$ cat src/rtl/lcfb_pkg.sv
package lcfb_pkg;

   localparam int QUEUE_DEPTH = 2;
   localparam int QUEUE_IDX_W = $clog2(QUEUE_DEPTH);
   localparam int QUEUE_CNT_W = $clog2(QUEUE_DEPTH + 1);

   // byte positions within a full frame: header, payload, crc, repeat count
   localparam int POS_W = 6;
   localparam logic [POS_W-1:0] POS_HDR_FIRST = 6'd0;
   localparam logic [POS_W-1:0] POS_HDR_LAST  = 6'd3;
   localparam logic [POS_W-1:0] POS_PAY_FIRST = 6'd4;
   localparam logic [POS_W-1:0] POS_PAY_LAST  = 6'd35;
   localparam logic [POS_W-1:0] POS_CRC_LO    = 6'd36;
   localparam logic [POS_W-1:0] POS_CRC_HI    = 6'd37;
   localparam logic [POS_W-1:0] POS_REP_LO    = 6'd38;
   localparam logic [POS_W-1:0] POS_REP_HI    = 6'd39;

   localparam int PAY_OFF_W = 5;

   localparam logic [15:0] CRC_POLY = 16'h8408;
   localparam logic [15:0] CRC_INIT = 16'h8408;

   localparam logic [7:0] HDR_WAKE_BYTE   = 8'h40;
   localparam logic [7:0] PAY_START_BYTE  = 8'h85;
   localparam logic [7:0] CMD_PING_BYTE   = 8'h17;
   localparam logic [7:0] CMD_REFRESH_BYTE = 8'h34;
   localparam logic [7:0] FLAG_BYTE       = 8'h01;
   localparam logic [15:0] REFRESH_REPEATS = 16'd1;

   localparam logic CMD_PING    = 1'b0;
   localparam logic CMD_REFRESH = 1'b1;

   typedef struct packed {
      logic        wake_header;
      logic        refresh;
      logic [31:0] label_id;
      logic [15:0] repeats;
   } frame_desc_type;

   function automatic logic [7:0] payload_byte(input frame_desc_type desc,
                                               input logic [PAY_OFF_W-1:0] off);
      logic [7:0] b;
      b = 8'h00;
      case (off)
         5'd0: b = PAY_START_BYTE;
         5'd1: b = desc.label_id[7:0];
         5'd2: b = desc.label_id[15:8];
         5'd3: b = desc.label_id[23:16];
         5'd4: b = desc.label_id[31:24];
         5'd5: b = desc.refresh ? CMD_REFRESH_BYTE : CMD_PING_BYTE;
         5'd6: b = desc.refresh ? 8'h00 : FLAG_BYTE;
         5'd9: b = desc.refresh ? FLAG_BYTE : 8'h00;
         default: b = 8'h00;
      endcase
      return b;
   endfunction

   // one byte through the reflected crc, lsb first
   function automatic logic [15:0] crc_byte(input logic [15:0] crc,
                                            input logic [7:0] data);
      logic [15:0] c;
      c = crc ^ {8'h00, data};
      for (int i = 0; i < 8; i++) begin
         if (c[0]) begin
            c = (c >> 1) ^ CRC_POLY;
         end else begin
            c = c >> 1;
         end
      end
      return c;
   endfunction

endpackage

$ cat src/rtl/lcfb_front.sv
module lcfb_front import lcfb_pkg::*; (
   input  logic           clock,
   input  logic           reset,
   input  logic           push,
   output logic           full,
   input  logic           req_cmd,
   input  logic [31:0]    req_label_id,
   input  logic [15:0]    req_repeat_count,
   input  logic           wake_header,
   output logic           desc_valid,
   input  logic           desc_ready,
   output frame_desc_type desc
);

   logic           valid_ff, valid_in;
   frame_desc_type desc_ff, desc_in;
   logic           accept;

   assign full   = valid_ff && !desc_ready;
   assign accept = push && !full;

   always_comb begin
      desc_in             = desc_ff;
      valid_in            = valid_ff;
      if (valid_ff && desc_ready) begin
         valid_in = 1'b0;
      end
      if (accept) begin
         valid_in             = 1'b1;
         desc_in.wake_header  = wake_header;
         desc_in.refresh      = (req_cmd == CMD_REFRESH);
         desc_in.label_id     = req_label_id;
         // refresh frames always carry a single repeat
         desc_in.repeats      = (req_cmd == CMD_REFRESH) ? REFRESH_REPEATS
                                                         : req_repeat_count;
      end
   end

   always_ff @(posedge clock) begin
      if (reset) begin
         valid_ff <= 1'b0;
      end else begin
         valid_ff <= valid_in;
      end
      desc_ff <= desc_in;
   end

   assign desc_valid = valid_ff;
   assign desc       = desc_ff;

endmodule

$ cat src/rtl/lcfb_queue.sv
module lcfb_queue import lcfb_pkg::*; (
   input  logic           clock,
   input  logic           reset,
   input  logic           wr_valid,
   output logic           wr_ready,
   input  frame_desc_type wr_data,
   output logic           rd_valid,
   input  logic           rd_take,
   output frame_desc_type rd_data
);

   frame_desc_type            mem [QUEUE_DEPTH];
   logic [QUEUE_IDX_W-1:0]    wr_ptr_ff, wr_ptr_in;
   logic [QUEUE_IDX_W-1:0]    rd_ptr_ff, rd_ptr_in;
   logic [QUEUE_CNT_W-1:0]    count_ff, count_in;
   logic                      do_wr, do_rd;

   assign wr_ready = (count_ff != QUEUE_CNT_W'(QUEUE_DEPTH));
   assign rd_valid = (count_ff != '0);
   assign rd_data  = mem[rd_ptr_ff];
   assign do_wr    = wr_valid && wr_ready;
   assign do_rd    = rd_take && rd_valid;

   always_comb begin
      wr_ptr_in = wr_ptr_ff;
      rd_ptr_in = rd_ptr_ff;
      count_in  = count_ff;
      if (do_wr) begin
         wr_ptr_in = (wr_ptr_ff == QUEUE_IDX_W'(QUEUE_DEPTH - 1)) ? '0
                                                                  : wr_ptr_ff + 1'b1;
      end
      if (do_rd) begin
         rd_ptr_in = (rd_ptr_ff == QUEUE_IDX_W'(QUEUE_DEPTH - 1)) ? '0
                                                                  : rd_ptr_ff + 1'b1;
      end
      if (do_wr && !do_rd) begin
         count_in = count_ff + 1'b1;
      end else if (do_rd && !do_wr) begin
         count_in = count_ff - 1'b1;
      end
   end

   always_ff @(posedge clock) begin
      if (reset) begin
         wr_ptr_ff <= '0;
         rd_ptr_ff <= '0;
         count_ff  <= '0;
      end else begin
         wr_ptr_ff <= wr_ptr_in;
         rd_ptr_ff <= rd_ptr_in;
         count_ff  <= count_in;
      end
      if (do_wr) begin
         mem[wr_ptr_ff] <= wr_data;
      end
   end

endmodule

$ cat src/rtl/lcfb_back.sv
module lcfb_back import lcfb_pkg::*; (
   input  logic           clock,
   input  logic           reset,
   input  logic           desc_valid,
   output logic           desc_take,
   input  frame_desc_type desc,
   output logic           empty,
   input  logic           pop,
   output logic [7:0]     rsp_frame_byte,
   output logic           rsp_last_byte
);

   logic           active_ff, active_in;
   frame_desc_type cur_ff, cur_in;
   logic [POS_W-1:0] pos_ff, pos_in;
   logic [15:0]    crc_ff, crc_in;
   logic           out_valid_ff, out_valid_in;
   logic [7:0]     byte_ff, byte_in;
   logic           last_ff, last_in;
   logic           emit, at_end, load;
   logic [7:0]     cur_byte;
   logic [PAY_OFF_W-1:0] pay_off;

   assign emit    = active_ff && (!out_valid_ff || pop);
   assign at_end  = (pos_ff == POS_REP_HI);
   assign load    = desc_valid && (!active_ff || (emit && at_end));
   assign pay_off = PAY_OFF_W'(pos_ff - POS_PAY_FIRST);

   always_comb begin
      cur_byte = 8'h00;
      if (pos_ff == POS_HDR_LAST) begin
         cur_byte = HDR_WAKE_BYTE;
      end else if (pos_ff >= POS_PAY_FIRST && pos_ff <= POS_PAY_LAST) begin
         cur_byte = payload_byte(cur_ff, pay_off);
      end else begin
         case (pos_ff)
            POS_CRC_LO: cur_byte = crc_ff[7:0];
            POS_CRC_HI: cur_byte = crc_ff[15:8];
            POS_REP_LO: cur_byte = cur_ff.repeats[7:0];
            POS_REP_HI: cur_byte = cur_ff.repeats[15:8];
            default:    cur_byte = 8'h00;
         endcase
      end
   end

   always_comb begin
      active_in    = active_ff;
      cur_in       = cur_ff;
      pos_in       = pos_ff;
      crc_in       = crc_ff;
      out_valid_in = out_valid_ff;
      byte_in      = byte_ff;
      last_in      = last_ff;
      if (pop && out_valid_ff) begin
         out_valid_in = 1'b0;
      end
      if (emit) begin
         out_valid_in = 1'b1;
         byte_in      = cur_byte;
         last_in      = at_end;
         pos_in       = pos_ff + 1'b1;
         // crc covers the payload only
         if (pos_ff >= POS_PAY_FIRST && pos_ff <= POS_PAY_LAST) begin
            crc_in = crc_byte(crc_ff, cur_byte);
         end
         if (at_end) begin
            active_in = 1'b0;
         end
      end
      if (load) begin
         active_in = 1'b1;
         cur_in    = desc;
         crc_in    = CRC_INIT;
         pos_in    = desc.wake_header ? POS_HDR_FIRST : POS_PAY_FIRST;
      end
   end

   always_ff @(posedge clock) begin
      if (reset) begin
         active_ff    <= 1'b0;
         out_valid_ff <= 1'b0;
      end else begin
         active_ff    <= active_in;
         out_valid_ff <= out_valid_in;
      end
      cur_ff  <= cur_in;
      pos_ff  <= pos_in;
      crc_ff  <= crc_in;
      byte_ff <= byte_in;
      last_ff <= last_in;
   end

   assign desc_take      = load;
   assign empty          = !out_valid_ff;
   assign rsp_frame_byte = byte_ff;
   assign rsp_last_byte  = last_ff;

endmodule

$ cat src/rtl/label_command_frame_builder_core.sv
// Frame builder: each request (ping or refresh, 32-bit label id, repeat count) becomes one
// frame sent one byte per transaction on the result side, the final byte marked by
// rsp_last_byte. A frame is 36 bytes, or 40 when the wake header is enabled; the output
// register delivers one byte per clock while pop is held, and frames follow one another
// with no gap on the result side. Requests are classified and held in a two-entry queue
// ahead of the byte sequencer, so up to three requests can be taken while a frame is
// still going out. The CRC is folded in one byte per cycle while pop is held, as payload
// bytes leave. The header setting is sampled when a request is taken.
module label_command_frame_builder_core import lcfb_pkg::*; (
   input  logic        clock,
   input  logic        reset,
   input  logic        push,
   output logic        full,
   input  logic        req_cmd,
   input  logic [31:0] req_label_id,
   input  logic [15:0] req_repeat_count,
   output logic        empty,
   input  logic        pop,
   output logic [7:0]  rsp_frame_byte,
   output logic        rsp_last_byte,
   input  logic        csr_write_enable,
   input  logic        csr_write_data
);

   logic           wake_header_ff;
   logic           f_valid, f_ready;
   frame_desc_type f_desc;
   logic           q_valid, q_take;
   frame_desc_type q_desc;

   always_ff @(posedge clock) begin
      if (reset) begin
         wake_header_ff <= 1'b0;
      end else if (csr_write_enable) begin
         wake_header_ff <= csr_write_data;
      end
   end

   lcfb_front u_front (
      .clock            (clock),
      .reset            (reset),
      .push             (push),
      .full             (full),
      .req_cmd          (req_cmd),
      .req_label_id     (req_label_id),
      .req_repeat_count (req_repeat_count),
      .wake_header      (wake_header_ff),
      .desc_valid       (f_valid),
      .desc_ready       (f_ready),
      .desc             (f_desc)
   );

   lcfb_queue u_queue (
      .clock    (clock),
      .reset    (reset),
      .wr_valid (f_valid),
      .wr_ready (f_ready),
      .wr_data  (f_desc),
      .rd_valid (q_valid),
      .rd_take  (q_take),
      .rd_data  (q_desc)
   );

   lcfb_back u_back (
      .clock          (clock),
      .reset          (reset),
      .desc_valid     (q_valid),
      .desc_take      (q_take),
      .desc           (q_desc),
      .empty          (empty),
      .pop            (pop),
      .rsp_frame_byte (rsp_frame_byte),
      .rsp_last_byte  (rsp_last_byte)
   );

endmodule

$ cat config.mk
export PLATFORM = sky130hd
export DESIGN_NAME = label_command_frame_builder_core
export DESIGN_NICKNAME = d
export VERILOG_FILES = /design/src/rtl/lcfb_pkg.sv /design/src/rtl/lcfb_front.sv /design/src/rtl/lcfb_queue.sv /design/src/rtl/lcfb_back.sv /design/src/rtl/label_command_frame_builder_core.sv
export SDC_FILE = /design/constraint.sdc
export NUM_CORES = 1
export LEC_CHECK = 0
export ABC_AREA = 1
export BUFFER_PORTS_ARGS = -buffer_cell sky130_fd_sc_hd__buf_2
export CAP_MARGIN = 20
export CORE_MARGIN = 3
export CORE_UTILIZATION = 40
export DETAILED_ROUTE_END_ITERATION = 10
export GPL_ROUTABILITY_DRIVEN = 1
export HOLD_SLACK_MARGIN = 0.15
export SYNTH_ARGS = -nofsm -noshare
export SYNTH_HDL_FRONTEND = slang
export SYNTH_SLANG_ARGS = --single-unit
export TNS_END_PERCENT = 20
$ cat constraint.sdc
create_clock -name clock -period 7.5 [get_ports clock]
set_input_delay 2.25 -clock clock [delete_from_list [all_inputs] [get_ports clock]]
set_output_delay 2.25 -clock clock [all_outputs]
set_load 0.01 [all_outputs]
---- Word-level counts from Yosys, hierarchy flattened ----
Memories as Yosys holds them, arrays and structs flattened. A register that Yosys moved wholly into a read port is not among the register bits.
Index checks and enable logic that the tools add are counted.
cells by class
  reduce and logical (&&, ||, !) cells .... 28
  equality and inequality tests ........... 13
  $add $sub $neg .......................... 6
  bitwise operators ....................... 9
  magnitude comparators ................... 2
  multiplexer cells ....................... 47
operator list
  operator                                                number
  two-way mux 16 bit                                      22
  case mux 8 bit (8 select lines)                         1
  case mux 8 bit (4 select lines)                         1
  equality test 6 bit (second input constant)             4
  inverter 2 -> 3 bit                                     8
  two-way mux 6 bit                                       3
  two-way mux 8 bit                                       2
  bitwise XOR 16 x 8 -> 16 bit                            1
  equality test 5 x 3 -> 1 bit (second input constant)    3
  two-way mux 1 bit                                       15
  nonzero test 2 bit                                      6
  logical AND 1 bit                                       11
  equality test 5 x 2 -> 1 bit (second input constant)    2
  adder 6 x 1 -> 6 bit (second input constant)            1
  equality test 6 x 2 -> 1 bit (second input constant)    1
  >= comparator 6 x 3 -> 1 bit (second input constant)    1
  less-or-equal comparator 6 bit (second input constant)  1
  zero test 1 bit                                         6
  equality test 5 x 1 -> 1 bit (second input constant)    1
  equality test 5 x 4 -> 1 bit (second input constant)    1
  zero test 5 bit                                         1
  subtractor 5 x 3 -> 5 bit (second input constant)       1
  two-way mux 2 bit                                       2
  AND reduction 2 bit                                     2
  other kinds (6)                                         8
word-level totals
  logic and storage cells ................. 124
  bits in registers ....................... 138
  memories ................................ 1
  bits in writable memories ............... 100
memory list
  memory       words  width  rd ports  clocked after Yosys merged registers in  write ports  line              text
  u_queue.mem  2      50     1         1                                        1            lcfb_queue.sv:12  frame_desc_type mem [QUEUE_DEPTH];

---- Longest topological paths before layout ----
  word-level depth ........................ 36
  gate-level depth with buffers ........... 17

---- Hierarchy ----
Synthesis repeated with hierarchy kept, for this count alone.
second synthesis, totals
  cells, all modules ...................... 763
  area total of the unflattened synthesis .. 10038.4 µm²
by module, submodules not included
  module                            area an instance (µm²)  cells each  instances
  lcfb_back                         4214.0                  474         1
  lcfb_queue                        4103.9                  193         1
  lcfb_front                        1675.4                  89          1
  label_command_frame_builder_core  45.0                    7           1

---- Least setup slack after synthesis ----
Ideal clock, no wire load.
  path type ............................... input-to-reg
  start ................................... in pop
  end ..................................... reg u_back.pos_ff[2] (data pin)
  buffers on the path ..................... 1
  setup slack ............................. 3.580 ns
  arrival time ............................ 3.628 ns
  setup time .............................. 0.293 ns
  stages .................................. 6
  cell sequence ........................... nor2_1 -> o21ai_0 -> o21ai_2 -> inv_1 -> buf_2 -> o21ai_0
between the ends
  cells in the longest elaborated chain, start to end .. 6
ends and longest elaborated chain
  element               line                                    text
  start, declared       label_command_frame_builder_core.sv:18  input logic pop,
  logical OR 1 bit      lcfb_back.sv:24                         assign emit = active_ff && (!out_valid_ff || pop);
  logical AND 1 bit     lcfb_back.sv:24
  logical AND 1 bit     lcfb_back.sv:26                         assign load = desc_valid && (!active_ff || (emit && at_end));
  logical OR 1 bit      lcfb_back.sv:26
  logical AND 1 bit     lcfb_back.sv:26
  via q_take            label_command_frame_builder_core.sv:28  logic q_valid, q_take;
  two-way mux 6 bit     lcfb_back.sv:70                         if (load) begin
  via u_back.pos_in[2]  lcfb_back.sv:15                         logic [POS_W-1:0] pos_ff, pos_in;
  end signal, assigned  lcfb_back.sv:87                         pos_ff <= pos_in;
  end, declared         lcfb_back.sv:15
The timed path passes the listed nets, and every way through them passes these cells.
A chain may end at the register's enable or synchronous reset.

---- Worst setup path after layout ----
  start ................................... in pop
  end ..................................... reg u_back.crc_ff[4]
between the ends
  cells in the longest elaborated chain, start to end .. 5
ends and longest elaborated chain
  element                line             text
  logical OR 1 bit (*)   lcfb_back.sv:24
  logical AND 1 bit (*)  lcfb_back.sv:24
  via u_back.emit        lcfb_back.sv:20  logic emit, at_end, load;
  logical AND 1 bit      lcfb_back.sv:26
  logical OR 1 bit       lcfb_back.sv:26
  logical AND 1 bit      lcfb_back.sv:26
  end signal, assigned   lcfb_back.sv:88  crc_ff <= crc_in;
  end, declared          lcfb_back.sv:16  logic [15:0] crc_ff, crc_in;
The timed path passes the listed nets; every way through them passes the cells marked *.

==> key figures <==
Outcome
  – Status: finished, final reports clean

Power and ir drop
  – P_int: 3.03 mW
  – VDD IR max: 0.000197 V
  – Sw frac: 33.0%
  – Sw Pwr: approximately 1.5 mW
  – Combinational power share: 28.6%
  – Pwr/cell area: 409 mW/mm2
  – Reg power frac: 44.4%
  – Static leakage: 4.36 nW
  – Power share of the clock group: 27.0%

CTS
  – Cts repair resizes: 0
  – Root buffer cell: clkbuf_16
  – Hold-fix buffers, CTS: 0
  – H-tree depth: 1
  – Max Root-Sink Buffers: 3
  – Clk_lat worst skew: between 500 and 600 ps
  – Clk pin slew, worst setup/hold paths: 60 ps
  – CTS tree: built
  – Clk sinks: 239
  – Number of buffers created by CTS: 25
  – Setup Buffers After CTS: 0

Setup path
  – Crit Path Class: in -> reg
  – CP endpoint kind: register
  – WP data arrival: just over 4000 ps
  – Reg2reg setup slack: 4320 ps
  – Type of origin of the critical path: input pin
  – Worst Path Required: around 8000 ps
  – CP max FO: 18

Detailed routing
  – DRC Markers: 0
  – Vias per cell: 4.67
  – WL final: about 17000 um
  – WL/cell: 14.9 um
  – Detailed Routing Iterations Pass 1: 6
  – Vias after detailed routing: between 5000 and 6000
  – 1st-iter DRT viols: 392
  – Post-route ant nets: 0

Synthesis
  – Gate Count Post-Synth: 746
  – Ys Warns: 0
  – Synth unique cells: 31
  – Share of flip-flops with an asynchronous set or reset: 0%
  – Post-synthesis mux area share: 5.99%
  – EDFF count, synth: between 200 and 250
  – Synth Area in Compound Gates: 2.31%
  – Post-synthesis xor/xnor area fraction: less than 1%
  – Mapped Area: 0.00954 mm2
  – Adder-Cell Fraction of Synth Area: 0.787%
  – Post-synth top cells: edfxtp_1 (214), nand2_1 (152), nand3_1 (81)
  – Commonest register cell after synthesis: edfxtp_1
  – Yosys top cell by area: edfxtp_1
  – Top-count cell post-synth: edfxtp_1
  – Synth area leaders: edfxtp_1 (67%), nand2_1 (6.0%), mux2_2 (5.8%)
  – Post-Synth Simple-Gate Area: 13.7%
  – Syn Area/Cell: 12.8 um2
  – Top-area cell type share of the netlist area: 67.4%
  – Largest family of logic cells by synthesized area: simple AND/OR/NAND/NOR gates
  – Post-Syn Nets: between 800 and 900
  – Post-synthesis sequential element count: approximately 240
  – Post-synthesis sequential area ratio: 72.6%

Layout
  – Share of cells above drive strength 1: 20.9%
  – NumNets Final: 888
  – Final instance count without filler cells: between 1000 and 1500
  – Area growth from synthesis to layout: 15.8%
  – Fillers: 2017
  – Ant diodes: 0
  – Final Cell Area: around 0.011 mm2

STA
  – Slew Limit Fails: 0
  – Tcrit/Tclk final: 48.2%
  – RSZ-0062 raised after global routing: no
  – Worst slew pin tran: about 860 ps
  – Setup tns final: 0 ps
  – Worst Skew: about 13 ps
  – Worst hold slack: 443 ps
  – Max Clock Freq: 277 MHz
  – Hold Fails Final Rpt: 0
  – Tmin final: 3610 ps
  – Rel. slew slack: 42.4%
  – Final setup vio count: 0

Global routing
  – Initial antenna violation count: 0
  – GR Overflow Total: 0
  – Gr usage total: 13.6%
  – Largest net degree at the start of global routing: 70
  – First-pass GRT wire length: 28300 um
  – Vias in the first global route: approximately 5400

Die
  – Starting Density: 41.4%
  – Die Area: roughly 0.026 mm2
  – I/O pins: 66
  – Die Y-Extent: 160 um
  – DIE WIDTH: 160 um
  – Cell Rows: 55
  – CORE AREA: roughly 0.023 mm2

Placed design
  – Post-DP HPWL: between 10000 and 15000 um
  – Dpl cells: 1112
  – Gpl congestion: 0.858
  – Post-DP Area: 0.0102 mm2
  – Port Buffer Count: 65

Job
  – # Max-Cap Violations: 0

Worst hold path
  – Hold Crit Class: reg -> reg
## flip-flops by register name, summed over array words and instances (netlist names), 2 cells and up, named ones only
register,cells
u_back.cur_ff,49
u_back.pos_ff,6
u_back.rsp_frame_byte,8
u_front.desc,50
u_queue.count_ff,2
u_queue.mem,100
u_back.crc_ff,16
## per-layer routing
layer	global-route usage, %	vias up	wire (um)
met4	3.79	0	316
met3	2.37	24	882
met1	20.0	2518	8220
met5	0	-	0
met2	20.9	132	7770
li1	-	2733	-
## layout make-up
cell class                      count  area (um2)  area share [%]
Clock buffer                       30         644            5.83
Timing Repair Buffer               70         375            3.40
Clock inverter                     14         165            1.49
Sequential cell                   239        6930            62.7
Inverter                           84         315            2.85
Multi-Input combinational cell    407        2230            20.2
Tap cell                          313         392            3.54
## worst max-delay path, cell delays in order
cell and delay (ps):
buf_2 80, nor2_1 60, nor2_1 550, inv_1 200, nor2_4 360, inv_2 230, a21oi_1 180, o21ai_1 90
inv_1 60
## placed cells by master, fill, tap and decap left out, drive strengths merged, types with 5 or more instances in the layout
| cell | count |
|---|---|
| ha | 6 |
| nand2 | 153 |
| dfxtp | 25 |
| clkinv | 10 |
| nor2 | 59 |
| or2 | 5 |
| buf | 70 |
| edfxtp | 214 |
| mux2 | 49 |
| clkbuf | 30 |
| a21oi | 25 |
| inv | 84 |
| o21ai | 10 |
| nand3 | 81 |
## path summary, 6_finish.rpt
check / start / cells past startpoint / end
setup / recovery: pop / 9 / u_back.crc_ff[4]
hold / removal: wake_header_ff / 0 / u_front.desc[49]
setup reg to reg: u_back.pos_ff[0] / 9 / u_back.pos_ff[2]
hold reg to reg: wake_header_ff / 0 / u_front.desc[49]
## stage by stage
| stage | worst slack [ps] | util (%) | power (mW) |
|---|---|---|---|
| after floorplan | 3580 | - | 2.96 |
| after global placement | 3370 | 44.3 | 3.30 |
| after detailed placement | 3340 | 44.3 | 3.32 |
| after CTS | 3870 | 47.8 | 4.56 |
| after global routing | 3620 | 47.9 | 4.82 |
| final | 3890 | 47.9 | 4.52 |
## power by group through the flow
stage | logic [mW] | registers, mW | clock network, mW
2_1_floorplan | 0.975 | 1.98 | 0
3_3_place_gp | 1.27 | 2.03 | 0
3_5_place_dp | 1.29 | 2.03 | 0
4_1_cts | 1.30 | 2.01 | 1.26
5_1_grt | 1.46 | 2.04 | 1.32
6_report | 1.29 | 2.01 | 1.22
## kinds of logic (layout without fill, tap and decap cells)
| group | Yosys count | count (layout) |
|---|---|---|
| AND/OR/NAND/NOR | 306 | 306 |
| multiplexers | 51 | 51 |
| flip-flops | 239 | 239 |
| buffers and inverters | 100 | 198 |
| XOR/XNOR | 5 | 5 |
| AO/OA/AOI/OAI | 39 | 39 |
| adder cells (fa/ha/maj) | 6 | 6 |
Note: power is estimated with default switching activity, not from simulation.
